`config.mk`:
```
export PLATFORM = sky130hd
export DESIGN_NAME = min_jerk_goal_tick_generator_core
export DESIGN_NICKNAME = d
export VERILOG_FILES = /design/src/rtl/mjg_pkg.sv /design/src/rtl/mjg_div.sv /design/src/rtl/mjg_mul.sv /design/src/rtl/min_jerk_goal_tick_generator_core.sv
export VERILOG_INCLUDE_DIRS = /design/src /design/src/rtl
export SDC_FILE = /design/constraint.sdc
export NUM_CORES = 2
export LEC_CHECK = 0
export ABC_AREA = 1
export ABC_CLOCK_PERIOD_IN_PS = 24300
export BUFFER_PORTS_ARGS = -buffer_cell sky130_fd_sc_hd__buf_2
export CELL_PAD_IN_SITES_DETAIL_PLACEMENT = 0
export CELL_PAD_IN_SITES_GLOBAL_PLACEMENT = 1
export CORE_MARGIN = 2
export CORE_UTILIZATION = 48
export DETAILED_ROUTE_END_ITERATION = 10
export HOLD_SLACK_MARGIN = 0.05
export PLACE_DENSITY_LB_ADDON = 0.1
export SYNTH_ARGS = -nofsm -noshare
export SYNTH_HDL_FRONTEND = slang
export SYNTH_SLANG_ARGS = --single-unit
```
`constraint.sdc`:
```
create_clock -name clk_i -period 24.3 [get_ports clk_i]
set_clock_uncertainty 0.1 [all_clocks]
set_input_delay 0 -clock clk_i [delete_from_list [all_inputs] [get_ports clk_i]]
set_output_delay 0 -clock clk_i [all_outputs]
set_load 0.02 [all_outputs]
```
`src/rtl/min_jerk_goal_tick_generator_core_assert.svh`:
```
// Assertion macros for the minimum-jerk goal generator.
// Used by the top level; the macros expand to nothing when SYNTHESIS is set.
`ifndef MIN_JERK_GOAL_TICK_GENERATOR_CORE_ASSERT_SVH
`define MIN_JERK_GOAL_TICK_GENERATOR_CORE_ASSERT_SVH
`ifndef SYNTHESIS
// Checks that an expression holds at every clock edge out of reset.
`define MJG_ASSERT(lbl, expr, msg) \
  lbl: assert property (@(posedge clk_i) disable iff (!rst_ni) (expr)) else $error(msg);
// Checks that a consequent holds in the cycle after an antecedent.
`define MJG_ASSERT_NEXT(lbl, ante, cons, msg) \
  lbl: assert property (@(posedge clk_i) disable iff (!rst_ni) (ante) |=> (cons)) \
    else $error(msg);
`else
`define MJG_ASSERT(lbl, expr, msg)
`define MJG_ASSERT_NEXT(lbl, ante, cons, msg)
`endif
`endif

```
`src/rtl/mjg_pkg.sv`:
```
// Shared constants for the minimum-jerk goal generator.
// No dependencies; used by every module of the block.
`timescale 1ns / 1ps

package mjg_pkg;

  // Default number of fraction bits of the profile arithmetic.
  localparam int FRAC_BITS_DEF = 20;

  // Field widths fixed by the interface.
  localparam int TICK_W   = 12;
  localparam int TARGET_W = 16;
  localparam int STEP_W   = 16;
  localparam int COUNT_W  = 16;

  // Configuration register indexes.
  localparam int CFG_IDX_W = 1;
  localparam logic [CFG_IDX_W-1:0] REG_MIN_TICK = 1'b0;
  localparam logic [CFG_IDX_W-1:0] REG_MAX_TICK = 1'b1;

  // Input item kinds carried in tuser.
  localparam logic OP_START = 1'b0;
  localparam logic OP_TICK  = 1'b1;

endpackage

```
`src/rtl/mjg_div.sv`:
```
// Iterative restoring divider producing s = (k << FracBits) / n with k <= n.
// Depends on mjg_pkg for field widths; one quotient bit per cycle.
`timescale 1ns / 1ps

module mjg_div #(
  parameter int FracBits = mjg_pkg::FRAC_BITS_DEF
) (
  input  logic                           clk_i,
  input  logic                           rst_ni,
  input  logic                           start_i,
  input  logic [mjg_pkg::STEP_W-1:0]     num_i,
  input  logic [mjg_pkg::STEP_W-1:0]     den_i,
  output logic                           done_o,
  output logic [FracBits:0]              quot_o
);

  localparam int CntW = $clog2(FracBits + 2);
  localparam int RemW = mjg_pkg::STEP_W + 1;

  logic [CntW-1:0]           cnt_q, cnt_d;
  logic                      busy_q, busy_d;
  logic                      done_q, done_d;
  logic [RemW-1:0]           rem_q, rem_d;
  logic [FracBits:0]         quot_q, quot_d;
  logic [mjg_pkg::STEP_W-1:0] den_q, den_d;
  logic                      ge;
  logic [RemW-1:0]           diff;

  // One trial subtraction per cycle; the remainder after each trial stays below the divisor.
  always_comb begin
    cnt_d  = cnt_q;
    busy_d = busy_q;
    done_d = 1'b0;
    rem_d  = rem_q;
    quot_d = quot_q;
    den_d  = den_q;
    ge     = rem_q >= {1'b0, den_q};
    diff   = ge ? (rem_q - {1'b0, den_q}) : rem_q;
    if (start_i) begin
      busy_d = 1'b1;
      cnt_d  = CntW'(FracBits + 1);
      rem_d  = {1'b0, num_i};
      den_d  = den_i;
      quot_d = '0;
    end else if (busy_q) begin
      quot_d = {quot_q[FracBits-1:0], ge};
      rem_d  = {diff[RemW-2:0], 1'b0};
      cnt_d  = cnt_q - CntW'(1);
      if (cnt_q == CntW'(1)) begin
        busy_d = 1'b0;
        done_d = 1'b1;
      end
    end
  end

  // Control state.
  always_ff @(posedge clk_i or negedge rst_ni) begin
    if (!rst_ni) begin
      cnt_q  <= '0;
      busy_q <= 1'b0;
      done_q <= 1'b0;
    end else begin
      cnt_q  <= cnt_d;
      busy_q <= busy_d;
      done_q <= done_d;
    end
  end

  // Datapath registers.
  always_ff @(posedge clk_i) begin
    rem_q  <= rem_d;
    quot_q <= quot_d;
    den_q  <= den_d;
  end

  assign done_o = done_q;
  assign quot_o = quot_q;

endmodule

```
`src/rtl/mjg_mul.sv`:
```
// Shared fixed-point multiplier: registered product, rounded half up.
// Depends on no package items other than the parameter default.
`timescale 1ns / 1ps

module mjg_mul #(
  parameter int FracBits = mjg_pkg::FRAC_BITS_DEF
) (
  input  logic                 clk_i,
  input  logic [FracBits:0]    a_i,
  input  logic [FracBits+4:0]  b_i,
  output logic [FracBits+5:0]  res_o
);

  localparam int ProdW = 2 * FracBits + 6;

  logic [ProdW-1:0] prod_q;
  logic [ProdW-1:0] rounded;

  // The product is registered before rounding.
  always_ff @(posedge clk_i) begin
    prod_q <= ProdW'(a_i) * ProdW'(b_i);
  end

  // Add one half of the last kept bit, then drop the fraction bits.
  assign rounded = prod_q + (ProdW'(1) << (FracBits - 1));
  assign res_o   = rounded[ProdW-1:FracBits];

endmodule

```
`src/rtl/min_jerk_goal_tick_generator_core.sv`:
```
// Channel  | Direction | Contents
// s_axis   | in        | tuser: op; tdata: start_tick, target_tick, step_count
// m_axis   | out       | tdata: goal_tick, was_clamped, clamp_total; tlast: last
// cfg      | in        | write enable, register index, 12-bit write data
//
// A tick word while moving is accepted, then runs through the bit-serial divider (FracBits + 1
// quotient bits, then the quotient is presented), four uses of the shared multiplier (each a
// multiply state and a capture state), and a finish state.
// A start word is loaded as it is accepted.
// The input is not ready until the goal is handed to the output register; a stalled
// output holds the finished goal there while the next word is accepted.
// Reset is asynchronous and active low; it resets all control state.
// Top level of the minimum-jerk goal generator; uses mjg_pkg, mjg_div, mjg_mul.
`timescale 1ns / 1ps
`include "min_jerk_goal_tick_generator_core_assert.svh"

module min_jerk_goal_tick_generator_core #(
  parameter int FracBits = mjg_pkg::FRAC_BITS_DEF
) (
  input  logic                              clk_i,
  input  logic                              rst_ni,
  // Input words.
  input  logic                              s_axis_tvalid_i,
  output logic                              s_axis_tready_o,
  input  logic [47:0]                       s_axis_tdata_i,  // start_tick, target_tick, step_count
  input  logic                              s_axis_tuser_i,  // op
  // Result words.
  output logic                              m_axis_tvalid_o,
  input  logic                              m_axis_tready_i,
  output logic [31:0]                       m_axis_tdata_o,  // goal_tick, was_clamped, clamp_total
  output logic                              m_axis_tlast_o,
  // Configuration writes.
  input  logic                              cfg_we_i,
  input  logic [mjg_pkg::CFG_IDX_W-1:0]     cfg_idx_i,
  input  logic [mjg_pkg::TICK_W-1:0]        cfg_wdata_i
);

  localparam int SW = FracBits + 1;
  localparam int PW = FracBits + 5;
  localparam int RW = FracBits + 6;
  localparam int TW = mjg_pkg::TICK_W;
  localparam int NW = mjg_pkg::STEP_W;
  localparam int GW = TW + 6;

  typedef enum logic [4:0] {
    S_IDLE = 5'b00001,
    S_DIV  = 5'b00010,
    S_MUL  = 5'b00100,
    S_CAP  = 5'b01000,
    S_FIN  = 5'b10000
  } state_e;

  typedef enum logic [1:0] {
    MS_SQUARE = 2'd0,
    MS_CUBE   = 2'd1,
    MS_SHAPE  = 2'd2,
    MS_OFFSET = 2'd3
  } mul_step_e;

  localparam logic [SW-1:0] SOne = {1'b1, {FracBits{1'b0}}};

  state_e    state_q, state_d;
  mul_step_e mstep_q, mstep_d;

  logic [TW-1:0]  min_tick_q, max_tick_q;
  logic [NW-1:0]  step_index_q, steps_total_q;
  logic [TW-1:0]  start_pos_q;
  logic [NW-1:0]  mag_q;
  logic           neg_q;
  logic           moving_q;
  logic [mjg_pkg::COUNT_W-1:0] clamp_counter_q;

  logic [SW-1:0]  s_q, s2_q, s3_q, sp_q;
  logic [PW-1:0]  p_q;
  logic [NW-1:0]  off_q;

  logic           out_valid_q;
  logic [TW-1:0]  out_goal_q;
  logic           out_clamped_q, out_last_q;
  logic [mjg_pkg::COUNT_W-1:0] out_total_q;

  logic           in_fire, tick_go, start_load, fin_go, last;
  logic           div_done;
  logic [SW-1:0]  div_quot;
  logic [SW-1:0]  mul_a;
  logic [PW-1:0]  mul_b;
  logic [RW-1:0]  mul_res;
  logic [PW-1:0]  poly_pos, poly_neg, poly;
  logic [NW:0]    diff, diff_abs;
  logic [GW-1:0]  raw, g_hi, g_fin, max_e, min_e;
  logic           clamped;
  logic [mjg_pkg::COUNT_W-1:0] count_next;

  // Input handshake and item decode.
  assign s_axis_tready_o = (state_q == S_IDLE);
  assign in_fire    = s_axis_tvalid_i && s_axis_tready_o;
  assign start_load = in_fire && (s_axis_tuser_i == mjg_pkg::OP_START);
  assign tick_go    = in_fire && (s_axis_tuser_i == mjg_pkg::OP_TICK) && moving_q;

  // Signed distance from start to target, kept as sign and magnitude.
  assign diff = {s_axis_tdata_i[27], s_axis_tdata_i[27:12]} - {5'b0, s_axis_tdata_i[11:0]};
  assign diff_abs = diff[NW] ? (~diff + (NW+1)'(1)) : diff;

  mjg_div #(
    .FracBits(FracBits)
  ) u_div (
    .clk_i  (clk_i),
    .rst_ni (rst_ni),
    .start_i(tick_go),
    .num_i  (step_index_q),
    .den_i  (steps_total_q),
    .done_o (div_done),
    .quot_o (div_quot)
  );

  // Operand selection for the shared multiplier.
  always_comb begin
    unique case (mstep_q)
      MS_SQUARE: begin
        mul_a = s_q;
        mul_b = PW'(s_q);
      end
      MS_CUBE: begin
        mul_a = s2_q;
        mul_b = PW'(s_q);
      end
      MS_SHAPE: begin
        mul_a = s3_q;
        mul_b = p_q;
      end
      MS_OFFSET: begin
        mul_a = sp_q;
        mul_b = PW'(mag_q);
      end
      default: begin
        mul_a = s_q;
        mul_b = PW'(s_q);
      end
    endcase
  end

  mjg_mul #(
    .FracBits(FracBits)
  ) u_mul (
    .clk_i(clk_i),
    .a_i  (mul_a),
    .b_i  (mul_b),
    .res_o(mul_res)
  );

  // Quintic factor 10 - 15 s + 6 s^2, floored at zero.
  assign poly_pos = (PW'(SOne) << 3) + (PW'(SOne) << 1) + (PW'(s2_q) << 2) + (PW'(s2_q) << 1);
  assign poly_neg = (PW'(s_q) << 4) - PW'(s_q);
  assign poly     = (poly_pos > poly_neg) ? (poly_pos - poly_neg) : '0;

  // Goal position, then the joint range with the minimum taking precedence.
  assign max_e = GW'(max_tick_q);
  assign min_e = GW'(min_tick_q);
  assign raw   = neg_q ? (GW'(start_pos_q) - GW'(off_q)) : (GW'(start_pos_q) + GW'(off_q));
  assign g_hi  = ($signed(raw) > $signed(max_e)) ? max_e : raw;
  assign g_fin = ($signed(g_hi) < $signed(min_e)) ? min_e : g_hi;
  assign clamped = (g_fin != raw);
  assign count_next = (clamped && (clamp_counter_q != '1))
                      ? (clamp_counter_q + mjg_pkg::COUNT_W'(1))
                      : clamp_counter_q;
  assign last   = (step_index_q >= steps_total_q);
  assign fin_go = (state_q == S_FIN) && (!out_valid_q || m_axis_tready_i);

  // Sequencer.
  always_comb begin
    state_d = state_q;
    mstep_d = mstep_q;
    unique case (state_q)
      S_IDLE: begin
        if (tick_go) begin
          state_d = S_DIV;
        end
      end
      S_DIV: begin
        if (div_done) begin
          state_d = S_MUL;
          mstep_d = MS_SQUARE;
        end
      end
      S_MUL: begin
        state_d = S_CAP;
      end
      S_CAP: begin
        if (mstep_q == MS_OFFSET) begin
          state_d = S_FIN;
        end else begin
          state_d = S_MUL;
          mstep_d = mul_step_e'(mstep_q + 2'd1);
        end
      end
      S_FIN: begin
        if (fin_go) begin
          state_d = S_IDLE;
        end
      end
      default: begin
        state_d = S_IDLE;
      end
    endcase
  end

  // Control state, configuration and move bookkeeping.
  always_ff @(posedge clk_i or negedge rst_ni) begin
    if (!rst_ni) begin
      state_q         <= S_IDLE;
      mstep_q         <= MS_SQUARE;
      min_tick_q      <= '0;
      max_tick_q      <= '1;
      step_index_q    <= '0;
      steps_total_q   <= NW'(1);
      moving_q        <= 1'b0;
      clamp_counter_q <= '0;
      out_valid_q     <= 1'b0;
    end else begin
      state_q <= state_d;
      mstep_q <= mstep_d;
      if (cfg_we_i) begin
        unique case (cfg_idx_i)
          mjg_pkg::REG_MIN_TICK: min_tick_q <= cfg_wdata_i;
          mjg_pkg::REG_MAX_TICK: max_tick_q <= cfg_wdata_i;
          default: ;
        endcase
      end
      if (start_load) begin
        step_index_q  <= '0;
        steps_total_q <= (s_axis_tdata_i[43:28] == '0) ? NW'(1) : s_axis_tdata_i[43:28];
        moving_q      <= 1'b1;
      end
      if (fin_go) begin
        clamp_counter_q <= count_next;
        if (last) begin
          moving_q <= 1'b0;
        end else begin
          step_index_q <= step_index_q + NW'(1);
        end
      end
      if (fin_go) begin
        out_valid_q <= 1'b1;
      end else if (m_axis_tready_i) begin
        out_valid_q <= 1'b0;
      end
    end
  end

  // Datapath registers.
  always_ff @(posedge clk_i) begin
    if (start_load) begin
      start_pos_q <= s_axis_tdata_i[11:0];
      neg_q       <= diff[NW];
      mag_q       <= diff_abs[NW-1:0];
    end
    if ((state_q == S_DIV) && div_done) begin
      s_q <= div_quot;
    end
    if (state_q == S_CAP) begin
      case (mstep_q)
        MS_SQUARE: s2_q <= mul_res[SW-1:0];
        MS_CUBE: begin
          s3_q <= mul_res[SW-1:0];
          p_q  <= poly;
        end
        MS_SHAPE:  sp_q <= (mul_res > RW'(SOne)) ? SOne : mul_res[SW-1:0];
        MS_OFFSET: off_q <= mul_res[NW-1:0];
        default: ;
      endcase
    end
    if (fin_go) begin
      out_goal_q    <= g_fin[TW-1:0];
      out_clamped_q <= clamped;
      out_last_q    <= last;
      out_total_q   <= count_next;
    end
  end

  // Output word.
  assign m_axis_tvalid_o = out_valid_q;
  assign m_axis_tdata_o  = {3'b0, out_total_q, out_clamped_q, out_goal_q};
  assign m_axis_tlast_o  = out_last_q;

  // Checks on the sequencer and move bookkeeping.
  `MJG_ASSERT(a_steps_nonzero, steps_total_q != '0, "step total is zero")
  `MJG_ASSERT(a_index_bound, step_index_q <= steps_total_q, "step index past step total")
  `MJG_ASSERT(a_div_done_in_div, !div_done || (state_q == S_DIV), "divider done outside divide")
  `MJG_ASSERT_NEXT(a_last_ends_move, fin_go && last, !moving_q, "move still active after last goal")

endmodule
```
==> metrics <==
Clk network pwr share=16.7%; Residual DRC=0; Top delay family on crit path=adder cells; first-pass GRT wire length=about 180000 um; Ys Warns=0; Setup TNS=0 ps; fraction of the mapped netlist area in adder cells=between 30% and 40%; part of the power in registers=roughly a quarter; CTS HTree Levels=2; final WL=roughly 110000 um; CORE AREA=between 70000 and 80000 sq um; net switching power=approximately 1.7 mW; antenna violation net count after detailed routing=0; Die Wd=between 200 and 300 um; Finished Cell Area=~42000 sq um; hold_sp=s_axis_tdata_i[17]; worst r2r src=mstep_q[0]; DR WL/cell=19.12 um; Ports=between 100 and 150; vias in the first global route=between 30000 and 40000; Sw Share=~46%; CTS root buf=clkbuf_16; worst hold path type=in2reg; CTS sink count=around 350; area of the multi-input gates=between 20000 and 25000 sq um; drt first pass iters=6; Pins Over Slew Limit=0; storage element area=around 9700 sq um; reg-to-reg endpoint=u_mul.prod_q[41]; status=completed; crit-path max FO=48; post_cts resized=0; worst hold path depth=5; Comb power frac=between 50% and 60%; Initial Util=between 40% and 50%; row count=roughly 100; Via density=between 5 and 6; Syn Area/Cell=between 8 and 9 sq um; Post-Synth XOR/XNOR Area=slightly below 4%; Worst EP arrival=between 10000 and 15000 ps; Chip Height=285.8 um; Cells after Synth=between 4000 and 5000; Synth Cell Area=38110 sq um; Post-DP HPWL=roughly 86000 um; critical path class=reg2reg; CTS tree=built; CP Launch Type=flip-flop; Num CTS Buffers=42; Endpoint, Worst Hold=mag_q[5]; Crit-path slowest cell=clkinv_1; number of enable flip-flop cells after synthesis=216; critical path endpoint category=flip-flop; Longest Clk Path Bufs=3; Max IR drop VDD=0.05820 mV; Fin. Hold Viols=0; # nets final=around 5600; WP buf/inv=10; input/output buffers=94; crit-path most repeated cell=inv_1; share of cells above drive strength 1=between 5 and 6%; max cap viols=0; DR vias=slightly above 30000; Clk Latency, worst-skew pair=between 500 and 600 ps; FFs w/ async S/R, synth=approximately 25%; Crit path required time=24700 ps; area grow syn2layout=10.87%; Top FF cell, synth=edfxtp_1; Synth Area in Simple Gates=18.13%; mux cell area share after synthesis=less than 1%; Seq cells post-synth=353; Worst slew margin=a little over a fifth; number of antenna violations at the first check in global routing=5; Final min period=between 9000 and 10000 ps; actual slew at the worst max-slew pin=1183 ps; largest stage delay on the critical path=between 900 and 1000 ps; main combinational cell family by area after synthesis=adder cells; Pint=1.957 mW; post-CTS setup buffers=0; Worst Reg-to-Reg Cells=33; Tcrit/Tclk final=around two fifths; Pwr Density=around 86 nW/um^2; Max Clock Freq=100.8 MHz; GRT Overall Usage=between 20% and 30%; RSZ-0062 raised after global routing=false; GP Congestion=approximately 0.92; cell leakage power=around 21 nW; die area=~82000 sq um; clk slew on worst S/H paths=around 60 ps; Worst Hold Margin=approximately 72 ps; Filler cells=7562; register area share after synthesis=25.42%; pin count of the biggest net entering global routing=slightly below 70; final setup fails=0; Hold-fix buffers, CTS=between 100 and 150; Post-DP Area=between 30000 and 40000 sq um; GRT overflow=0; Starting DRT DRC Count=roughly 1900; Compound-Gate Fraction of Synth Area=7.821%; Register-to-Register Setup Slack=around 14000 ps; Unique masters post-synth=around 60
-- cell usage after synthesis, drive strengths merged, types with 14 or more instances --
| cell | number | share of area (%) |
|---|---|---|
| and2 | 16 | 0.26 |
| nor4 | 18 | 0.30 |
| clkbuf | 97 | 0.96 |
| nand2 | 986 | 9.8 |
| dfstp | 14 | 0.97 |
| nand4 | 40 | 0.67 |
| nor3 | 47 | 0.62 |
| buf | 36 | 0.56 |
| a22o | 16 | 0.37 |
| dfxtp | 49 | 2.6 |
| xor2 | 120 | 2.8 |
| nand3 | 168 | 2.3 |
| o21ai | 172 | 2.3 |
| nor2 | 391 | 3.9 |
| dfrtp | 74 | 4.9 |
| inv | 903 | 8.9 |
| edfxtp | 216 | 17 |
| a31oi | 14 | 0.23 |
| xnor2 | 50 | 1.1 |
| fa | 438 | 23 |
| a21oi | 223 | 2.9 |
| ha | 339 | 11 |
| o22ai | 20 | 0.33 |
-- through the flow --
step	setup WS, ps	power (mW)	std cells	utilization (%)
3_3_place_gp	14640	2.967	5638	50.63
3_5_place_dp	14550	2.980	5638	50.63
5_1_grt	13910	3.979	5825	53.65
6_report	14380	3.641	5825	53.65
2_1_floorplan	16560	2.379	4560	-
4_1_cts	14540	3.638	5823	53.64
-- worst max-delay path by stage --
stage | startpoint | endpoint | slack, ps | cells after the start
after CTS | mstep_q[0] | u_mul.prod_q[41] | 14540 | 33
after floorplan | mstep_q[0] | u_mul.prod_q[41] | 16560 | 35
after global placement | mstep_q[0] | u_mul.prod_q[41] | 14640 | 30
final | mstep_q[0] | u_mul.prod_q[41] | 14380 | 33
after detailed placement | mstep_q[0] | u_mul.prod_q[41] | 14550 | 33
after global routing | mstep_q[0] | u_mul.prod_q[41] | 13910 | 33
-- state kept, by name, summed over array words and instances (netlist names), 17 cells and up --
signal        cells
s_q              21
u_div.rem_q      17
p_q              25
u_div.quot_o     21
sp_q             21
s3_q             21
s2_q             21
u_mul.prod_q     27
-- worst register-to-register path: cells and delay by family, from the launching register on --
family,cells,cell delay [ps]
buf+inv,10,2220
simple gates,6,1130
fa+ha+maj,9,3550
xor+xnor,1,180
flops,1,390
compound gates,7,2320
-- per-layer routing --
metal	wire, um	vias to the layer above	share of wire [%]	GRT usage [%]
li1	-	14660	-	-
met1	50730	14920	46	39.47
met2	50920	867	46	45.29
met3	7267	141	6.5	4.250
met4	2457	0	2.2	5.877
met5	0	-	0	0
-- cell usage in the layout (no fill, tap or decap), types with 13 or more instances in the layout --
| cell | netlist | routed |
|---|---|---|
| dfrtp_1 | 74 | 74 |
| nor4_1 | 18 | 18 |
| edfxtp_1 | 216 | 216 |
| nor2_1 | 386 | 381 |
| dlygate4sd3_1 | 0 | 107 |
| nand3_1 | 164 | 164 |
| and2_1 | 16 | 16 |
| clkbuf_16 | 0 | 43 |
| ha_1 | 339 | 338 |
| a21oi_1 | 223 | 221 |
| nand2_1 | 980 | 980 |
| buf_4 | 5 | 68 |
| nor3_1 | 47 | 47 |
| buf_2 | 17 | 93 |
| clkbuf_1 | 97 | 15 |
| o22ai_1 | 20 | 20 |
| a22o_1 | 16 | 16 |
| dfxtp_1 | 49 | 49 |
| nand4_1 | 39 | 39 |
| xor2_1 | 120 | 120 |
| fa_1 | 438 | 438 |
| dfstp_2 | 14 | 14 |
| xnor2_1 | 50 | 50 |
| a31oi_1 | 14 | 14 |
| inv_1 | 900 | 900 |
| o21ai_1 | 9 | 13 |
| o21ai_0 | 161 | 156 |
-- cell type report --
type                    count  area share (%)
diodes                      2         0.01185
clock buffers              60           2.746
inverters                 909           8.077
flip-flops and latches    353           22.93
multi-input cells        3165           57.95
clock inverters            18          0.3317
repair buffers            268           4.845
well taps                1050           3.110
-- power by group through the flow --
stage	registers, mW	clock network [mW]	logic, mW
6_report	0.859	0.606	2.18
5_1_grt	0.870	0.643	2.47
4_1_cts	0.859	0.620	2.16
3_5_place_dp	0.871	0	2.11
3_3_place_gp	0.868	0	2.10
2_1_floorplan	0.849	0	1.53
-- logic make-up after synthesis --
kind of cell    Yosys count
buf+inv                1042
xor+xnor                170
flops                   353
compound gates          526
mux                       4
simple gates           1685
other cells               1
fa+ha+maj               777
Power figures use the tool's default switching activity.
